### src/rtl/rglc_pkg.sv
`timescale 1ns / 1ps
package rglc_pkg;

  localparam int CORDIC_STEPS_DEF      = 24;
  localparam int SUM_FRACTION_BITS_DEF = 8;

  localparam int LAT_W  = 28;
  localparam int LON_W  = 29;
  localparam int LEN_W  = 32;
  localparam int SUM_W  = 48;
  localparam int ANG_W  = 34;   // cordic datapath, Q30 with headroom
  localparam int MUL_W  = 35;   // shared multiplier operand width
  localparam int HH_W   = 61;   // clamped h/2 in Q60
  localparam int RAD_W  = 62;   // square root radicand
  localparam int ROOT_W = 31;
  localparam int SQRT_STEPS = RAD_W / 2;

  localparam logic [MUL_W-1:0]   BAM_PER_UDEG = MUL_W'(200159983);
  localparam logic [MUL_W-1:0]   CIRCUM_Q8    = MUL_W'(64'd10247724440);
  localparam logic signed [ANG_W-1:0] CORDIC_GAIN = ANG_W'(32'h26DD3B6A);
  localparam logic [HH_W-1:0]    Q60_ONE      = HH_W'(1) << 60;
  localparam logic [SUM_W-1:0]   SUM_MAX      = '1;

  // binary-angle arctangent of 2^-i, zero past the table end
  function automatic logic [31:0] atan_bam(input logic [5:0] i);
    logic [31:0] v;
    case (i)
      6'd0:  v = 32'h20000000;
      6'd1:  v = 32'h12E4051E;
      6'd2:  v = 32'h09FB385B;
      6'd3:  v = 32'h051111D4;
      6'd4:  v = 32'h028B0D43;
      6'd5:  v = 32'h0145D7E1;
      6'd6:  v = 32'h00A2F61E;
      6'd7:  v = 32'h00517C55;
      6'd8:  v = 32'h0028BE53;
      6'd9:  v = 32'h00145F2F;
      6'd10: v = 32'h000A2F98;
      6'd11: v = 32'h000517CC;
      6'd12: v = 32'h00028BE6;
      6'd13: v = 32'h000145F3;
      6'd14: v = 32'h0000A2FA;
      6'd15: v = 32'h0000517D;
      6'd16: v = 32'h000028BE;
      6'd17: v = 32'h0000145F;
      6'd18: v = 32'h00000A30;
      6'd19: v = 32'h00000518;
      6'd20: v = 32'h0000028C;
      6'd21: v = 32'h00000146;
      6'd22: v = 32'h000000A3;
      6'd23: v = 32'h00000051;
      6'd24: v = 32'h00000029;
      6'd25: v = 32'h00000014;
      6'd26: v = 32'h0000000A;
      6'd27: v = 32'h00000005;
      6'd28: v = 32'h00000003;
      6'd29: v = 32'h00000001;
      6'd30: v = 32'h00000001;
      default: v = 32'h00000000;
    endcase
    return v;
  endfunction

endpackage

### src/rtl/rglc_isqrt.sv
`timescale 1ns / 1ps
module rglc_isqrt import rglc_pkg::*; (
  input  logic              clk,
  input  logic              rst,
  input  logic              start,
  input  logic [RAD_W-1:0]  value,
  output logic              done,
  output logic [ROOT_W-1:0] root
);
  localparam int CW = $clog2(SQRT_STEPS + 1);

  logic              busy;
  logic [CW-1:0]     cnt;
  logic [RAD_W-1:0]  v;
  logic [32:0]       rem;
  logic [34:0]       rem_sh, trial;

  // two radicand bits per step, restoring
  assign rem_sh = {rem, v[RAD_W-1 -: 2]};
  assign trial  = {2'b00, root, 2'b01};

  always_ff @(posedge clk) begin
    if (rst) begin
      busy <= 1'b0;
      done <= 1'b0;
    end else begin
      if (start) begin
        busy <= 1'b1;
        done <= 1'b0;
        cnt  <= '0;
        v    <= value;
        rem  <= '0;
        root <= '0;
      end else if (busy) begin
        v <= v << 2;
        if (rem_sh >= trial) begin
          rem  <= 33'(rem_sh - trial);
          root <= {root[ROOT_W-2:0], 1'b1};
        end else begin
          rem  <= rem_sh[32:0];
          root <= {root[ROOT_W-2:0], 1'b0};
        end
        cnt  <= cnt + 1'b1;
        busy <= (cnt != CW'(SQRT_STEPS - 1));
        done <= (cnt == CW'(SQRT_STEPS - 1));
      end else begin
        done <= 1'b0;
      end
    end
  end
endmodule

### config.mk
export PLATFORM = sky130hd
export DESIGN_NAME = rglc_isqrt
export DESIGN_NICKNAME = d
export VERILOG_FILES = /design/src/rtl/rglc_pkg.sv /design/src/rtl/rglc_isqrt.sv
export SDC_FILE = /design/constraint.sdc
export NUM_CORES = 1
export LEC_CHECK = 0
export BUFFER_PORTS_ARGS = -buffer_cell sky130_fd_sc_hd__buf_2
export CAP_MARGIN = 20
export CORE_ASPECT_RATIO = 1.1
export CORE_MARGIN = 8
export CORE_UTILIZATION = 45
export CTS_BUF_LIST = sky130_fd_sc_hd__clkbuf_2 sky130_fd_sc_hd__clkbuf_4 sky130_fd_sc_hd__clkbuf_8
export DETAILED_ROUTE_END_ITERATION = 10
export HOLD_SLACK_MARGIN = 0.05
export PLACE_DENSITY = 0.68
export SLEW_MARGIN = 20
export SYNTH_ARGS = -nofsm -noshare
export SYNTH_HDL_FRONTEND = slang
export SYNTH_SLANG_ARGS = --single-unit
### constraint.sdc
create_clock -name clk -period 9.2 [get_ports clk]
set_clock_uncertainty 0.05 [all_clocks]
set_input_delay 1.38 -clock clk [delete_from_list [all_inputs] [get_ports clk]]
set_output_delay 1.38 -clock clk [all_outputs]
set_load 0.05 [all_outputs]
# Yosys cells after proc, flatten, opt, wreduce, memory -nomap -nowiden
# Cells that the tools add are included.
[classes]
n_addsub = 2
n_lt_le_gt_ge = 1
eq_ne = 2
mux = 9
bitwise_logic = 2
reduce_logical = 3
[ops]
columns = ["operator", "count"]
rows = [
  ["$mux W62", 2],
  ["$mux W33", 2],
  ["$ge A35 B33 Y1", 1],
  ["$sub A33 B33 Y33", 1],
  ["$mux W31", 1],
  ["$add A5 B1 Y5 const B", 1],
  ["$eq A5 B5 Y1 const B", 1],
  ["$mux W5", 1],
  ["$ne A5 B5 Y1 const B", 1],
  ["$mux W1", 3],
  ["$reduce_or A3 Y1", 1],
  ["$not A1 Y1", 2],
  ["$reduce_and A2 Y1", 1],
  ["$reduce_bool A2 Y1", 1],
]
[totals]
register_bits = 133
inputBits = 65
out_inout_bits = 32
word_cells = 25

# Logic depth before layout (Yosys ltp)
[depth]
depth_word = 3
ltp_mapped = 13
mapped_depth_nobuf = 10

# Least setup slack after synthesis
# Ideal clock, no wire load.
[synth_path]
kind = "input port to flip-flop"
startpoint = "input start"
endpoint = "register cnt[0], enable pin"
setup_time_ns = 0.624
arrival_ns = 7.527
required_ns = 8.526
setup_slack_ns = 0.999
cell_stages = 4
path_buffers = 2
path_cell_list = "clkbuf_1 -> clkbuf_1 -> nor2_1 -> nor2_1"
[synth_between]
elab_chain_len = 2
[synth_rtl]
columns = ["item", "line_no", "rtl"]
rows = [
  ["from (decl)", "rglc_isqrt.sv:5", "input logic start,"],
  ["$reduce_bool A2 Y1 (no source line)", "--", ""],
  ["$reduce_and A2 Y1 (no source line)", "--", ""],
  ["to (signal assigned)", "rglc_isqrt.sv:43", "cnt <= cnt + 1'b1;"],
  ["to (decl)", "rglc_isqrt.sv:13", "logic [CW-1:0] cnt;"],
]
# No other way between the ends.
# A chain may end at the register's enable or synchronous reset.

# Worst setup path after layout
[layout_path]
startpoint = "register root[12]"
endpoint = "register rem[23] (data pin)"
[layout_between]
elab_chain_len = 3
word_cells_on_any_way = 4
classes_between = "add/sub: 1; order compare: 1; mux: 2"
[layout_rtl]
columns = ["item", "line_no", "rtl"]
rows = [
  ["from (decl)", "rglc_isqrt.sv:8", "output logic [ROOT_W-1:0] root"],
  ["from (signal assigned)", "rglc_isqrt.sv:38", "root <= {root[ROOT_W-2:0], 1'b1};"],
  ["from (signal assigned)", "rglc_isqrt.sv:41", "root <= {root[ROOT_W-2:0], 1'b0};"],
  ["$sub A33 B33 Y33 or $ge A35 B33 Y1 (tied branches)", "rglc_isqrt.sv:37, rglc_isqrt.sv:36", ""],
  ["$mux W33 (*)", "rglc_isqrt.sv:36", "if (rem_sh >= trial) begin"],
  ["$mux W33 (*)", "rglc_isqrt.sv:34", "end else if (busy) begin"],
  ["to (signal assigned)", "rglc_isqrt.sv:37", "rem <= 33'(rem_sh - trial);"],
  ["to (signal assigned)", "rglc_isqrt.sv:40", "rem <= rem_sh[32:0];"],
  ["to (decl)", "rglc_isqrt.sv:15", "logic [32:0] rem;"],
]
# Mark *: on every way between the ends. The rest lies on a longest branch, timed or not. The select of a mux whose other input is x is not followed.

==> flow_metrics.tcl <==
set metrics [dict create \
    globalRoute.totalOverflow 0 \
    setup_tns_ps 0 \
    core_um2 16310 \
    path_buf_inv 1 \
    peakVddDrop_mv 0.1063 \
    crit_family "compound AO/OA/AOI/OAI gates" \
    cp_cell_sequence "inv_1, ha_1, a21o_1, a21oi_1, a22oi_1, nand4bb_1, o211ai_2, and2_4, nor2_1, a21o_1" \
    r2r-end "rem[23]$_SDFFCE_PP0P_" \
    seq_area_um2 3974 \
    final_cells 966 \
    die_area_um2 20940 \
    root_buffer "clkbuf_8" \
    chipHeight_um 151.0 \
    clockBufferDepth 2 \
    syn-num-nets 760 \
    antenna_found_initial 1 \
    row_count 49 \
    yosysTopAreaCell "edfxtp_1" \
    critPathCaptureType "flop" \
    grt_pass1_wl_um 26780 \
    die_w_um 138.7 \
    postCtsResizedCells 0 \
    cts_tree "built" \
    ys_seq_elements 133 \
    drc 0 \
    grt_start_max_net_pins 81 \
    avgSynthCellArea_um2 11.29 \
    powerDensity_nw_per_um2 191.5 \
    p_clk_frac 0.311 \
    synth_top_cells_by_area "edfxtp_1 (53%), mux2_2 (9.1%), ha_1 (5.9%), nor2_1 (3.2%), a21oi_1 (3.2%)" \
    cts_sinks 133 \
    synth.most_common_cell "edfxtp_1" \
    r2r-start "root[12]$_SDFFCE_PP0P_" \
    critPathMaxStageDelay_ps 450 \
    htree_levels 4 \
    fill_cells 1468 \
    total_power_uw 1627 \
    setup_viol 0 \
    critPathMaxFanout 29 \
    ys_warn_count 0 \
    first_pass_iters 5 \
    slew_viol_final 0 \
    timing.max_cap.violations 0 \
    finalWirelength_um 15990 \
    min_period_over_period 0.3450 \
    worst_pin_slew_ps 897.0 \
    critPathRequiredTime_ps 9360 \
    p_sw_frac 0.3099 \
    path_clk_slew_ps 90 \
    p_sw_uw 504.3 \
    hold_end "done$_SDFF_PP0_" \
    outcome "complete, no violations" \
    min_from "busy$_SDFF_PP0_" \
    synth_edf_count 131 \
    avgViaCountPerCell 5.533 \
    startpoint_type "flop" \
    gp_congestion 0.8766 \
    drtAntennaViolNets 0 \
    seq_power_share 0.459 \
    relSlewSlack 0.4020 \
    clk_latency_ps 450 \
    postCtsSetupBuffers 0 \
    p_comb_frac 0.230 \
    fmax_mhz 315.1 \
    leakagePower_uw 0.003385 \
    pin_count 97 \
    dpl.hpwl_um 11190 \
    synthCells 660 \
    area_growth_pct 14.02 \
    rsz0062_at_grt "false" \
    grt_util_all_layers 0.1578 \
    r2r_setup_slack_ps 6030 \
    ys.flop_type "edfxtp_1" \
    multiInputGateArea_um2 3184 \
    ys_async_sr_fraction 0 \
    drt_iter0_drc 278 \
    drive_gt1_frac 0.2664 \
    nets 849 \
    synth_top_area_share 0.5278 \
    r2r_cells 10 \
    synthDistinctLibCells 65 \
    worst_ep_arrival_time_ps 3330 \
    hold_viol 0 \
    numPortBuffers 96 \
    synth-seq-area-share 0.5332 \
    vias 5345 \
    cts_made_buffers 17 \
    start_util 0.4570 \
    cpMostUsedCell "a21o_1" \
    cpMaxStageDelayCell "and2_4" \
    p_int_uw 1123 \
    hold_path_depth 1 \
    finalCriticalPeriod_ps 3174 \
    hold_class "flop to flop" \
    diodes 0 \
    dp.cells 934 \
    wl_per_cell_um 16.55 \
    synth_area_um2 7453 \
    worstSetupPathType "flop to flop" \
    synthTopCellsByCount "edfxtp_1 (131), nor2_1 (64), mux2_2 (60), nand2_1 (51)" \
    postCtsHoldBufs 0 \
    grt_pass1_vias 5441 \
]
## worst register-to-register path: stages, from the launching register on
cell and delay [ps]:
edfxtp_1 350, inv_1 60, ha_1 400, a21o_1 220
a21oi_1 240, a22oi_1 180, nand4bb_1 280, o211ai_2 300
and2_4 450, nor2_1 210, a21o_1 210
## power groups by stage
stage,registers [µW],clock network [µW],logic (µW)
finish,747,506,374
detailed placement,760,0,373
floorplan,788,0,265
global route,752,545,415
global placement,759,0,365
CTS,747,521,376
## per-stage QoR
stage               cell area [µm²]    util  hold slack, ps  worst slack [ps]
finish                         8498  0.5211           467.8              6026
global route                   8498  0.5211           478.8              5832
CTS                            8496  0.5209           469.6              5750
detailed placement             8093  0.4962           444.1              5616
global placement               8093  0.4962           447.4              5662
floorplan                      7453       -           410.0             999.0
## placed cells by master, fill, tap and decap left out, types with 12 or more instances in the layout
master	instances
nor2_1	63
nand3_1	18
a21oi_1	47
mux2_2	60
inv_1	47
ha_1	35
nand2_1	50
a21o_1	12
xnor2_1	15
clkbuf_8	17
buf_2	95
o21ai_0	23
edfxtp_1	131
## state kept, by name, summed over array words and instances (netlist names)
signal  flops
cnt         5
done        1
v          62
root       31
rem        33
busy        1
## kinds of logic after synthesis
logic type,Yosys count,share of synthesized area
AOI/OAI and AO/OA,139,0.1231
xor gates and xnor gates,20,0.02350
adders and majority gates,35,0.05875
buffers and inverters,76,0.04096
DFF,133,0.5332
muxes,64,0.09602
and+or+nand+nor,193,0.1246
## how the worst max path moves through the flow
stage / startpoint / endpoint / slack (ps) / depth (start not counted)
floorplan: start / cnt[0]$_SDFFCE_PP0P_ / 1000 / 4
global placement: start / rem[18]$_SDFFCE_PP0P_ / 5660 / 4
CTS: root[12]$_SDFFCE_PP0P_ / rem[32]$_SDFFCE_PP0P_ / 5750 / 10
detailed placement: start / root[24]$_SDFFCE_PP0P_ / 5620 / 4
finish: root[12]$_SDFFCE_PP0P_ / rem[23]$_SDFFCE_PP0P_ / 6030 / 10
global route: rem[12]$_SDFFCE_PP0P_ / rem[18]$_SDFFCE_PP0P_ / 5830 / 9
## area by class of cell
class                           count  share of cell area
Sequential cell                   133              0.4676
Multi-Input combinational cell    451              0.3747
Timing Repair Buffer               99             0.05948
Tap cell                          204             0.03004
Clock buffer                       17             0.02753
Inverter                           47             0.02076
Clock inverter                     15             0.01988
## layer usage
layer / GRT usage / wire [µm]
met3: 0.04950 / 985
met2: 0.2712 / 7791
met1: 0.1810 / 6882
met5: 0 / 8
met4: 0.06480 / 321
Note: power is estimated with default switching activity, not from simulation.
